<file path="src/design/tiny_rc4_stream_cipher_assert.svh">
// Assertion macros used by the tiny RC4 stream cipher RTL.
// Expects clk_i and rst_ni to be in scope where a macro is used.
`ifndef TINY_RC4_STREAM_CIPHER_ASSERT_SVH
`define TINY_RC4_STREAM_CIPHER_ASSERT_SVH

// Same-cycle implication, sampled on the rising clock edge, off during reset
`define TRC4_ASSERT_IMPLIES(name, ante, cons) \
  name: assert property (@(posedge clk_i) disable iff (!rst_ni) (ante) |-> (cons)) \
    else $error("trc4 assertion failed");

// Next-cycle implication, sampled on the rising clock edge, off during reset
`define TRC4_ASSERT_NEXT(name, ante, cons) \
  name: assert property (@(posedge clk_i) disable iff (!rst_ni) (ante) |=> (cons)) \
    else $error("trc4 assertion failed");

`endif

</file>
<file path="src/design/trc4_pkg.sv">
// Shared types and constants of the tiny RC4 stream cipher.
// No dependencies; every other design file but the assertion macro header imports it.
`default_nettype none

package trc4_pkg;

  localparam int unsigned TableEntries = 8;
  localparam int unsigned SymW         = 3;
  localparam int unsigned KeyLenW      = 4;
  localparam int unsigned KeyWords     = 8;
  localparam int unsigned KeyWordsW    = KeyWords * SymW;
  localparam int unsigned AddrW        = 3;
  localparam int unsigned DataW        = 32;

  typedef logic [SymW-1:0]      sym_t;
  typedef logic [KeyLenW-1:0]   key_len_t;
  typedef logic [KeyWordsW-1:0] key_words_t;
  typedef logic [AddrW-1:0]     apb_addr_t;
  typedef logic [DataW-1:0]     apb_data_t;

  // Datapath operations, one per cycle
  typedef enum logic [3:0] {
    OP_NONE,
    OP_FILL,
    OP_KS_RD_I,
    OP_KS_RD_J,
    OP_KS_WR_I,
    OP_KS_WR_J,
    OP_GEN_RD_I,
    OP_GEN_RD_J,
    OP_GEN_SWAP,
    OP_GEN_OUT
  } dp_op_e;

  typedef struct packed {
    dp_op_e op;
    logic   load_sym;
  } dp_cmd_t;

  typedef struct packed {
    logic keyed;
    logic n_last;
    logic out_free;
  } dp_status_t;

endpackage

`default_nettype wire

</file>
<file path="src/design/trc4_stream_if.sv">
// Stream channel interfaces of the tiny RC4 stream cipher: plaintext in, ciphertext out.
// Depends on trc4_pkg for the symbol type.
`default_nettype none

interface trc4_in_if;
  import trc4_pkg::*;
  logic valid;
  logic ready;
  sym_t symbol;
  logic new_message;

  modport source (output valid, output symbol, output new_message, input ready);
  modport sink (input valid, input symbol, input new_message, output ready);
endinterface

interface trc4_out_if;
  import trc4_pkg::*;
  logic valid;
  logic ready;
  sym_t cipher_symbol;

  modport source (output valid, output cipher_symbol, input ready);
  modport sink (input valid, input cipher_symbol, output ready);
endinterface

`default_nettype wire

</file>
<file path="src/design/trc4_regs.sv">
// APB configuration registers of the tiny RC4 stream cipher: key length and key words.
// Depends on trc4_pkg.
`default_nettype none

module trc4_regs (
  input  wire                   clk_i,
  input  wire                   rst_ni,
  input  wire                   psel,
  input  wire                   penable,
  input  wire                   pwrite,
  input  trc4_pkg::apb_addr_t   paddr,
  input  trc4_pkg::apb_data_t   pwdata,
  output trc4_pkg::apb_data_t   prdata,
  output logic                  pready,
  output trc4_pkg::key_len_t    key_length_o,
  output trc4_pkg::key_words_t  key_words_o
);
  import trc4_pkg::*;

  localparam logic RegKeyLength = 1'b0;
  localparam logic RegKeyWords  = 1'b1;

  key_len_t   key_length_q;
  key_words_t key_words_q;
  logic       wr_en;
  logic       reg_sel;

  // Registers sit on 4-byte boundaries; bit 2 picks one
  assign reg_sel = paddr[2];
  assign wr_en   = psel && penable && pwrite;
  assign pready  = 1'b1;

  // Take a write on the access phase
  always_ff @(posedge clk_i or negedge rst_ni) begin
    if (!rst_ni) begin
      key_length_q <= key_len_t'(1);
      key_words_q  <= '0;
    end else if (wr_en) begin
      unique case (reg_sel)
        RegKeyLength: key_length_q <= pwdata[KeyLenW-1:0];
        RegKeyWords:  key_words_q  <= pwdata[KeyWordsW-1:0];
        default:      ;
      endcase
    end
  end

  // Read back
  always_comb begin
    unique case (reg_sel)
      RegKeyLength: prdata = {{(DataW-KeyLenW){1'b0}}, key_length_q};
      RegKeyWords:  prdata = {{(DataW-KeyWordsW){1'b0}}, key_words_q};
      default:      prdata = '0;
    endcase
  end

  assign key_length_o = key_length_q;
  assign key_words_o  = key_words_q;

endmodule

`default_nettype wire

</file>
<file path="src/design/trc4_dp.sv">
// Datapath of the tiny RC4 stream cipher: permutation memory, counters, output register.
// Depends on trc4_pkg; driven by trc4_ctrl through dp_cmd_t.
`default_nettype none

module trc4_dp (
  input  wire                   clk_i,
  input  wire                   rst_ni,
  input  trc4_pkg::dp_cmd_t     cmd_i,
  output trc4_pkg::dp_status_t  status_o,
  input  trc4_pkg::sym_t        symbol_i,
  input  trc4_pkg::key_len_t    key_length_i,
  input  trc4_pkg::key_words_t  key_words_i,
  output logic                  out_valid_o,
  input  wire                   out_ready_i,
  output trc4_pkg::sym_t        cipher_symbol_o
);
  import trc4_pkg::*;

  // Permutation memory: one write port, two registered read ports
  sym_t perm_q [TableEntries];
  sym_t rd_a_q, rd_b_q;
  sym_t raddr_a, raddr_b;
  logic we;
  sym_t waddr, wdata;

  sym_t n_q, n_d;
  sym_t kp_q, kp_d;
  sym_t i_q, i_d;
  sym_t j_q, j_d;
  sym_t si_q, si_d;
  sym_t sj_q, sj_d;
  sym_t t_q, t_d;
  sym_t sym_q;
  logic keyed_q, keyed_d;
  logic out_valid_q, out_valid_d;
  sym_t out_data_q, out_data_d;

  logic [KeyWords-1:0][SymW-1:0] key_arr;
  key_len_t len_eff;
  key_len_t kp_inc;
  sym_t     kw;
  logic     out_free;

  function automatic sym_t symbol_xor(sym_t a, sym_t b);
    return a ^ b;
  endfunction

  assign key_arr = key_words_i;
  assign kw      = key_arr[kp_q];

  // Clamp the key length to 1..8
  always_comb begin
    priority if (key_length_i == '0) begin
      len_eff = key_len_t'(1);
    end else if (key_length_i > key_len_t'(KeyWords)) begin
      len_eff = key_len_t'(KeyWords);
    end else begin
      len_eff = key_length_i;
    end
  end

  assign kp_inc   = {1'b0, kp_q} + key_len_t'(1);
  assign out_free = !out_valid_q || out_ready_i;

  // Decode the operation into memory accesses and next register values
  always_comb begin
    sym_t nj;
    sym_t ni;
    sym_t ks;
    nj          = '0;
    ni          = '0;
    ks          = '0;
    we          = 1'b0;
    waddr       = n_q;
    wdata       = n_q;
    raddr_a     = n_q;
    raddr_b     = j_q;
    n_d         = n_q;
    kp_d        = kp_q;
    i_d         = i_q;
    j_d         = j_q;
    si_d        = si_q;
    sj_d        = sj_q;
    t_d         = t_q;
    keyed_d     = keyed_q;
    out_data_d  = out_data_q;
    out_valid_d = out_valid_q && !out_ready_i;
    unique case (cmd_i.op)
      OP_NONE: ;
      OP_FILL: begin
        we    = 1'b1;
        waddr = n_q;
        wdata = n_q;
        n_d   = n_q + sym_t'(1);
        kp_d  = '0;
        i_d   = '0;
        j_d   = '0;
      end
      OP_KS_RD_I: begin
        raddr_a = n_q;
      end
      OP_KS_RD_J: begin
        nj      = j_q + rd_a_q + kw;
        j_d     = nj;
        si_d    = rd_a_q;
        raddr_b = nj;
      end
      OP_KS_WR_I: begin
        we    = 1'b1;
        waddr = n_q;
        wdata = rd_b_q;
      end
      OP_KS_WR_J: begin
        we    = 1'b1;
        waddr = j_q;
        wdata = si_q;
        n_d   = n_q + sym_t'(1);
        kp_d  = (kp_inc == len_eff) ? '0 : kp_inc[SymW-1:0];
        if (n_q == sym_t'(TableEntries - 1)) begin
          i_d     = '0;
          j_d     = '0;
          keyed_d = 1'b1;
        end
      end
      OP_GEN_RD_I: begin
        ni      = i_q + sym_t'(1);
        i_d     = ni;
        raddr_a = ni;
      end
      OP_GEN_RD_J: begin
        nj      = j_q + rd_a_q;
        j_d     = nj;
        si_d    = rd_a_q;
        raddr_b = nj;
      end
      OP_GEN_SWAP: begin
        we      = 1'b1;
        waddr   = i_q;
        wdata   = rd_b_q;
        sj_d    = rd_b_q;
        t_d     = si_q + rd_b_q;
        raddr_a = si_q + rd_b_q;
      end
      OP_GEN_OUT: begin
        we    = 1'b1;
        waddr = j_q;
        wdata = si_q;
        // The read of S[t] predates the swap; patch it for the swapped entries
        priority if (t_q == i_q) begin
          ks = sj_q;
        end else if (t_q == j_q) begin
          ks = si_q;
        end else begin
          ks = rd_a_q;
        end
        out_data_d  = symbol_xor(sym_q, ks);
        out_valid_d = 1'b1;
      end
      default: ;
    endcase
  end

  // Memory write and registered reads; hold the read data while no operation runs
  always_ff @(posedge clk_i) begin
    if (we) begin
      perm_q[waddr] <= wdata;
    end
    if (cmd_i.op != OP_NONE) begin
      rd_a_q <= perm_q[raddr_a];
      rd_b_q <= perm_q[raddr_b];
    end
  end

  // Control state
  always_ff @(posedge clk_i or negedge rst_ni) begin
    if (!rst_ni) begin
      n_q         <= '0;
      kp_q        <= '0;
      i_q         <= '0;
      j_q         <= '0;
      keyed_q     <= 1'b0;
      out_valid_q <= 1'b0;
    end else begin
      n_q         <= n_d;
      kp_q        <= kp_d;
      i_q         <= i_d;
      j_q         <= j_d;
      keyed_q     <= keyed_d;
      out_valid_q <= out_valid_d;
    end
  end

  // Payload registers
  always_ff @(posedge clk_i) begin
    si_q       <= si_d;
    sj_q       <= sj_d;
    t_q        <= t_d;
    out_data_q <= out_data_d;
    if (cmd_i.load_sym) begin
      sym_q <= symbol_i;
    end
  end

  assign status_o.keyed    = keyed_q;
  assign status_o.n_last   = (n_q == sym_t'(TableEntries - 1));
  assign status_o.out_free = out_free;

  assign out_valid_o     = out_valid_q;
  assign cipher_symbol_o = out_data_q;

endmodule

`default_nettype wire

</file>
<file path="src/design/trc4_ctrl.sv">
// Controller of the tiny RC4 stream cipher: sequences key schedule and generator steps.
// Depends on trc4_pkg and the assertion macro header.
`default_nettype none
`include "tiny_rc4_stream_cipher_assert.svh"

module trc4_ctrl (
  input  wire                   clk_i,
  input  wire                   rst_ni,
  input  wire                   in_valid_i,
  input  wire                   new_message_i,
  output logic                  in_ready_o,
  input  trc4_pkg::dp_status_t  status_i,
  output trc4_pkg::dp_cmd_t     cmd_o
);
  import trc4_pkg::*;

  typedef enum logic [3:0] {
    ST_IDLE,
    ST_FILL,
    ST_KS_RD_I,
    ST_KS_RD_J,
    ST_KS_WR_I,
    ST_KS_WR_J,
    ST_GEN_RD_I,
    ST_GEN_RD_J,
    ST_GEN_SWAP,
    ST_GEN_OUT
  } state_e;

  state_e state_q;
  logic   accept;
  logic   need_sched;

  assign in_ready_o = (state_q == ST_IDLE);
  assign accept     = in_valid_i && in_ready_o;
  assign need_sched = new_message_i || !status_i.keyed;

  // Issue the datapath operation for the current step
  always_comb begin
    cmd_o.load_sym = accept;
    unique case (state_q)
      ST_IDLE: begin
        priority if (!accept) begin
          cmd_o.op = OP_NONE;
        end else if (need_sched) begin
          cmd_o.op = OP_FILL;
        end else begin
          cmd_o.op = OP_GEN_RD_I;
        end
      end
      ST_FILL:     cmd_o.op = OP_FILL;
      ST_KS_RD_I:  cmd_o.op = OP_KS_RD_I;
      ST_KS_RD_J:  cmd_o.op = OP_KS_RD_J;
      ST_KS_WR_I:  cmd_o.op = OP_KS_WR_I;
      ST_KS_WR_J:  cmd_o.op = OP_KS_WR_J;
      ST_GEN_RD_I: cmd_o.op = OP_GEN_RD_I;
      ST_GEN_RD_J: cmd_o.op = OP_GEN_RD_J;
      ST_GEN_SWAP: cmd_o.op = OP_GEN_SWAP;
      ST_GEN_OUT:  cmd_o.op = status_i.out_free ? OP_GEN_OUT : OP_NONE;
      default:     cmd_o.op = OP_NONE;
    endcase
  end

  // Advance the sequencer
  always_ff @(posedge clk_i or negedge rst_ni) begin
    if (!rst_ni) begin
      state_q <= ST_IDLE;
    end else begin
      unique case (state_q)
        ST_IDLE: begin
          if (accept) begin
            state_q <= need_sched ? ST_FILL : ST_GEN_RD_J;
          end
        end
        ST_FILL: begin
          if (status_i.n_last) begin
            state_q <= ST_KS_RD_I;
          end
        end
        ST_KS_RD_I: state_q <= ST_KS_RD_J;
        ST_KS_RD_J: state_q <= ST_KS_WR_I;
        ST_KS_WR_I: state_q <= ST_KS_WR_J;
        ST_KS_WR_J: begin
          state_q <= status_i.n_last ? ST_GEN_RD_I : ST_KS_RD_I;
        end
        ST_GEN_RD_I: state_q <= ST_GEN_RD_J;
        ST_GEN_RD_J: state_q <= ST_GEN_SWAP;
        ST_GEN_SWAP: state_q <= ST_GEN_OUT;
        ST_GEN_OUT: begin
          if (status_i.out_free) begin
            state_q <= ST_IDLE;
          end
        end
        default: state_q <= ST_IDLE;
      endcase
    end
  end

  `TRC4_ASSERT_NEXT(a_accept_busy, accept, !in_ready_o)
  `TRC4_ASSERT_IMPLIES(a_gen_keyed, state_q == ST_GEN_RD_J, status_i.keyed)
  `TRC4_ASSERT_IMPLIES(a_out_free, cmd_o.op == OP_GEN_OUT, status_i.out_free)

endmodule

`default_nettype wire

</file>
<file path="src/design/tiny_rc4_stream_cipher.sv">
// Tiny RC4 stream cipher top level: APB registers, controller and datapath.
// Depends on trc4_pkg, trc4_stream_if, trc4_regs, trc4_ctrl and trc4_dp.
//
// Usage:
//   Write key_length (byte 0) and key_words (byte 4) over APB while the block is idle.
//   Each transaction on plain_i carries one 3-bit symbol and a new_message flag;
//   each produces one transaction on cipher_o carrying symbol XOR keystream.
//   The result passes the generator steps read S[i], read S[j], swap and output into
//   the output register; the next symbol is accepted only once the controller is back
//   in idle with that result registered, set by the dependent reads and two-write swap
//   on the single write port of the 8-entry permutation memory.
//   The first symbol after reset, and any symbol with new_message set, first runs
//   the key schedule: identity fill of the permutation memory, then 8 swap steps of
//   read S[n], read S[j], write S[n] and write S[j], then clears both counters.
//   Reset empties the output register and marks the key schedule as not yet run.
//   When the receiver stalls, the result waits in the output register; one more
//   symbol is accepted and processed, and it holds at its last step until the
//   output register frees.
`default_nettype none

module tiny_rc4_stream_cipher (
  input  wire                  clk_i,
  input  wire                  rst_ni,
  trc4_in_if.sink              plain_i,
  trc4_out_if.source           cipher_o,
  input  wire                  psel,
  input  wire                  penable,
  input  wire                  pwrite,
  input  trc4_pkg::apb_addr_t  paddr,
  input  trc4_pkg::apb_data_t  pwdata,
  output trc4_pkg::apb_data_t  prdata,
  output logic                 pready
);
  import trc4_pkg::*;

  key_len_t   key_length;
  key_words_t key_words;
  dp_cmd_t    cmd;
  dp_status_t status;
  logic       in_ready;
  logic       out_valid;
  sym_t       out_symbol;

  // Configuration registers
  trc4_regs u_regs (
    .clk_i        (clk_i),
    .rst_ni       (rst_ni),
    .psel         (psel),
    .penable      (penable),
    .pwrite       (pwrite),
    .paddr        (paddr),
    .pwdata       (pwdata),
    .prdata       (prdata),
    .pready       (pready),
    .key_length_o (key_length),
    .key_words_o  (key_words)
  );

  // Sequencer
  trc4_ctrl u_ctrl (
    .clk_i         (clk_i),
    .rst_ni        (rst_ni),
    .in_valid_i    (plain_i.valid),
    .new_message_i (plain_i.new_message),
    .in_ready_o    (in_ready),
    .status_i      (status),
    .cmd_o         (cmd)
  );

  // Permutation memory and generator
  trc4_dp u_dp (
    .clk_i           (clk_i),
    .rst_ni          (rst_ni),
    .cmd_i           (cmd),
    .status_o        (status),
    .symbol_i        (plain_i.symbol),
    .key_length_i    (key_length),
    .key_words_i     (key_words),
    .out_valid_o     (out_valid),
    .out_ready_i     (cipher_o.ready),
    .cipher_symbol_o (out_symbol)
  );

  assign plain_i.ready          = in_ready;
  assign cipher_o.valid         = out_valid;
  assign cipher_o.cipher_symbol = out_symbol;

endmodule

`default_nettype wire
</file>
<file path="src/flat_wrapper.sv">
// flat-port wrapper written by rule: the top's interface ports become plain ports
module tiny_rc4_stream_cipher_flat import trc4_pkg::*;
  (clk_i, rst_ni, psel, penable, pwrite, paddr, pwdata, prdata, pready, plain_i_valid, plain_i_symbol, plain_i_new_message, plain_i_ready, cipher_o_valid, cipher_o_cipher_symbol, cipher_o_ready);
  trc4_in_if plain_i_i ();
  trc4_out_if cipher_o_i ();
  input  wire clk_i;
  input  wire rst_ni;
  input  wire psel;
  input  wire penable;
  input  wire pwrite;
  input  trc4_pkg::apb_addr_t paddr;
  input  trc4_pkg::apb_data_t pwdata;
  output trc4_pkg::apb_data_t prdata;
  output logic pready;
  input wire logic [$bits(plain_i_i.valid)-1:0] plain_i_valid;
  input wire logic [$bits(plain_i_i.symbol)-1:0] plain_i_symbol;
  input wire logic [$bits(plain_i_i.new_message)-1:0] plain_i_new_message;
  output wire logic [$bits(plain_i_i.ready)-1:0] plain_i_ready;
  output wire logic [$bits(cipher_o_i.valid)-1:0] cipher_o_valid;
  output wire logic [$bits(cipher_o_i.cipher_symbol)-1:0] cipher_o_cipher_symbol;
  input wire logic [$bits(cipher_o_i.ready)-1:0] cipher_o_ready;
  assign plain_i_i.valid = plain_i_valid;
  assign plain_i_i.symbol = plain_i_symbol;
  assign plain_i_i.new_message = plain_i_new_message;
  assign plain_i_ready = plain_i_i.ready;
  assign cipher_o_valid = cipher_o_i.valid;
  assign cipher_o_cipher_symbol = cipher_o_i.cipher_symbol;
  assign cipher_o_i.ready = cipher_o_ready;
  tiny_rc4_stream_cipher u_core (.clk_i(clk_i), .rst_ni(rst_ni), .plain_i(plain_i_i), .cipher_o(cipher_o_i), .psel(psel), .penable(penable), .pwrite(pwrite), .paddr(paddr), .pwdata(pwdata), .prdata(prdata), .pready(pready));
endmodule
</file>
<file path="config.mk">
export PLATFORM = sky130hd
export DESIGN_NAME = tiny_rc4_stream_cipher_flat
export DESIGN_NICKNAME = d
export VERILOG_FILES = /design/src/design/trc4_pkg.sv /design/src/design/trc4_stream_if.sv /design/src/design/trc4_regs.sv /design/src/design/trc4_dp.sv /design/src/design/trc4_ctrl.sv /design/src/design/tiny_rc4_stream_cipher.sv /design/src/flat_wrapper.sv
export VERILOG_INCLUDE_DIRS = /design/src /design/src/design
export SDC_FILE = /design/constraint.sdc
export NUM_CORES = 1
export LEC_CHECK = 0
export ABC_CLOCK_PERIOD_IN_PS = 5430
export BUFFER_PORTS_ARGS = -buffer_cell sky130_fd_sc_hd__buf_2
export CAP_MARGIN = 15
export CORE_UTILIZATION = 60
export CTS_CLUSTER_SIZE = 10
export DETAILED_ROUTE_END_ITERATION = 16
export PLACE_DENSITY = 0.82
export RECOVER_POWER = 100
export SLEW_MARGIN = 5
export SYNTH_ARGS = -nofsm -noshare
export SYNTH_HDL_FRONTEND = slang
export SYNTH_SLANG_ARGS = --single-unit
export TNS_END_PERCENT = 50
</file>
<file path="constraint.sdc">
create_clock -name clk_i -period 5.43 [get_ports clk_i]
set_input_delay 0.543 -clock clk_i [delete_from_list [all_inputs] [get_ports clk_i]]
set_output_delay 0.543 -clock clk_i [all_outputs]
set_load 0.1 [all_outputs]
</file>
==> summary by stage <==
Global route
The number of global-route vias before repair is 3356. The initial antenna violation count is 0. For this run the aggregate overflow at the end of global routing stands at 0. The global-route wire length before repair is 16300 µm. Entering global routing, the biggest net connects 47 pins. Across every metal layer, demand over resource in global routing totals 25.0%.

Route
Dividing the detail-routed wire length by the instance count gives 17.3 µm. The via count of the routed design is 3472. Once detail routing completed, the nets flagged for antenna violations numbered 0. The count of unresolved DRC violations after routing is 0.

The per-cell via count in the routed design is 5.97. For this block, the routed nets add up to 10100 µm of wire. The violation count after the first detailed-route iteration is 126. The first-pass detailed-route iteration total is 7.

Logic synthesis
A synthesized cell averages 12.2 µm². The synthesized design contains 45 enable-type register cells. Of all flip-flops after synthesis, the portion carrying an async set or reset was 50.5%. The cell area after synthesis is 0.00503 mm². The total of warnings raised by yosys is 0. By area, the combinational part of the netlist is dominated by multiplexers. The complex-gate fraction of the synthesized area is 8.42%.

The adder-cell share of the synthesized area is 2.93%. Synthesis handed over a netlist of 413 instances. The sequential element share of the synthesized area is 49.7%.

The commonest register cell after synthesis is edfxtp_1. The synthesized-area fraction occupied by and/or/nand/nor cells is 11.4%. The synthesized netlist devotes 3.13% of its cell area to XOR and XNOR gates. In the synthesized netlist, mux cells make up 20.2% of the area. In this run, synthesis produced a sequential element count of 91.

Counting distinct cell types in the post-synthesis netlist gives 59.

Pwr
The analysis attributes to cell leakage a power of 2.33 nW. The design draws 0.00330 W. In this run the power density over the cells is 605 mW/mm². The worst-case IR drop observed on VDD is 0.301 mV.

Floorplanning
The area of the core is 0.00818 mm². The die boundary height is 93.6 µm. The floorplan has 33 rows. The horizontal extent of the die is 93.6 µm. The floorplan die area is 0.00876 mm².

The top-level I/O count is 84. Once the floorplan was initialized, standard cells occupied 61.6% of the core.

STA
The setup clock skew after layout is 0.0149 ns. The slew at the pin closest to its max-slew limit is 2.43 ns. Of the available clock period, the critical path in the final layout requires 72.6%.

The normalized max-slew margin is -62.2%. The shortest period the worst path allows is 3.94 ns. The summed negative setup slack over all endpoints is 0 ns. The upper clock frequency limit is 254 MHz. The total count of hold-check failures in the final report is 0. The number of pins with negative max-slew slack in the final report is 62. Setup violations remaining at the end of the flow were counted as 0. Setup repair after global routing left no endpoint under its margin.

CTS
No sink is reached through more buffers than the 2 on the longest clock path. The clock latency on the worst-skew pair is 0.36 ns. TritonCTS created 9 clock buffers. The hold buffer count at cts is 0. The register clock-pin slew on the reported worst setup and hold paths is 0.09 ns.

In this run the number of H-tree levels came out at 3. After clock tree synthesis, the repair step resized 0 gates. The number of setup buffers added after CTS is 0.

The library cell used as clock root buffer is clkbuf_8. TritonCTS built the clock tree. Clock tree synthesis found a total of 91 sinks.

Setup path
The beginning of the worst register-to-register path is u_core.u_ctrl.state_q[2]$_DFFE_PN0P_. The endpoint type of the worst setup path is a flop. The number of cells on the worst reg-to-reg path is 6. STA puts the critical path data arrival time at 4.05 ns.

The worst setup path is of the flop to flop kind. The highest fanout seen on the critical path is 16. The required time of the critical path is 5.54 ns. STA classifies the critical path startpoint as a flop.

The endpoint identified for the worst register-to-register timing path is u_core.u_dp.rd_a_q[0]$_DFFE_PP_. The register-to-register setup slack is 1.49 ns.

Hold path
The class of the tightest hold or removal check is input pin to flop. Along the worst hold path, the cell count comes to 1. The path with the worst hold slack has its endpoint at u_core.u_dp.sym_q[0]$_DFFE_PN_. In this run the most critical hold path is launched from plain_i_symbol[0].

Run status
The run finished, with violations left. The final reports fail on capacitance limit, slew limit.

Cells and area
The count of cells in the finished layout, fillers not included, comes to 582. The repair_antennas step left the layout with diodes totalling 0. Leaving out fill and tap cells, the most frequent cells in the layout are dfrtp_1, edfxtp_1, mux2i_1.

The number of nets at the end of the flow is 528. The share of cells above drive strength 1 is 21.0%. The area growth from synthesis to final layout is 8.42%. Counting the fill cells in the layout gives 636.

Job
Across the run, the number of max-cap violations was 3.

Placed design
The HPWL after detailed placement is 7550 µm. During placement, the flow inserted port buffers numbering 64. Once placement completed, the tool counted placed cells totaling 566. The global placement routability congestion is 0.904.
[registers in the layout, indices dropped and copies added, names as in the netlist, 4 cells and up]
name                        count
u_core.u_regs.key_words_o      24
u_core.u_ctrl.state_q           4
u_core.u_regs.key_length_o      4
u_core.u_dp.perm_q             24
[kinds of logic after synthesis]
kind of cell / after synthesis
flip-flops: 91
adder cells (fa/ha/maj): 10
buffers and inverters: 38
AO/OA/AOI/OAI: 56
XOR/XNOR: 18
other: 2
AND/OR/NAND/NOR: 109
multiplexers: 89
[worst max-delay path by stage]
stage / start / endpoint / slack [ns]
after floorplan: u_core.u_ctrl.state_q[0]$_DFFE_PN0P_ / u_core.u_dp.rd_a_q[0]$_DFFE_PP_ / 2.23
after global placement: u_core.u_dp.kp_q[0]$_DFFE_PN0P_ / u_core.u_dp.rd_b_q[0]$_DFFE_PP_ / 2.14
after detailed placement: u_core.u_dp.kp_q[0]$_DFFE_PN0P_ / u_core.u_dp.rd_b_q[0]$_DFFE_PP_ / 2.06
after CTS: u_core.u_dp.kp_q[0]$_DFFE_PN0P_ / u_core.u_dp.rd_b_q[0]$_DFFE_PP_ / 2.02
after global routing: u_core.u_ctrl.state_q[2]$_DFFE_PN0P_ / u_core.u_dp.rd_a_q[0]$_DFFE_PP_ / 1.10
final: u_core.u_ctrl.state_q[2]$_DFFE_PN0P_ / u_core.u_dp.rd_a_q[0]$_DFFE_PP_ / 1.49
[metrics by stage]
stage                     cell area [µm²]  worst slack, ns  hold slack [ns]  util (%)
after floorplan                      5060             2.23            0.247         -
after global placement               5370             2.14            0.481      65.7
after detailed placement             5370             2.06            0.478      65.7
after CTS                            5540             2.02            0.336      67.8
after global routing                 5460             1.10            0.339      66.8
final                                5460             1.49            0.353      66.8
[critical path, stage by stage (launching register included)]
cell and delay (ns):
dfrtp_1 0.58, nand2b_1 0.27, nor3_1 1.37, o311a_1 0.80
mux2i_1 0.27, mux2i_1 0.11, mux2_2 0.28
[layer usage]
| metal | track usage, % | vias up | routed length (µm) |
|---|---|---|---|
| met5 | 0 | - | 0 |
| met4 | 10.6 | 0 | 231 |
| met3 | 4.88 | 27 | 602 |
| met2 | 40.6 | 145 | 4960 |
| met1 | 32.9 | 1702 | 4300 |
| li1 | - | 1598 | - |
[Yosys cell counts, types with 3 or more instances]
cell / count / area share (%)
nor2b_1: 3 / 0.37
buf_4: 12 / 1.8
dfrtp_1: 45 / 22
mux2_1: 3 / 0.67
fa_1: 3 / 1.2
nand2_1: 34 / 2.5
a221o_1: 3 / 0.60
mux2i_1: 44 / 8.7
mux2_2: 36 / 8.1
inv_1: 13 / 0.97
nor3_1: 4 / 0.40
a221oi_1: 3 / 0.52
ha_1: 7 / 1.7
mux4_2: 6 / 2.7
a222oi_1: 3 / 0.60
a21oi_1: 12 / 1.2
clkbuf_1: 9 / 0.67
a21o_1: 4 / 0.60
nand2b_1: 6 / 0.75
and3_1: 4 / 0.50
xor2_1: 4 / 0.70
and2_1: 21 / 2.6
nor2_1: 23 / 1.7
xnor2_1: 14 / 2.4
o21ai_0: 12 / 1.2
edfxtp_1: 45 / 27
[layout make-up]
cell class              instances  area [µm²]  share of cell area, %
flip-flops and latches         91        2500                   45.9
multi-input cells             291        2310                   42.4
repair buffers                 66         293                   5.36
well taps                     105         131                   2.41
clock buffers                  10         128                   2.34
inverters                      13        48.8                  0.894
clock inverters                 6        40.0                  0.733
[power breakdown]
part | switching [W] | internal, W
clock network | 0.000243 | 0.000165
logic | 0.00102 | 0.000646
registers | 0.000223 | 0.00101
total | 0.00148 | 0.00182
Power figures use the tool's default switching activity.
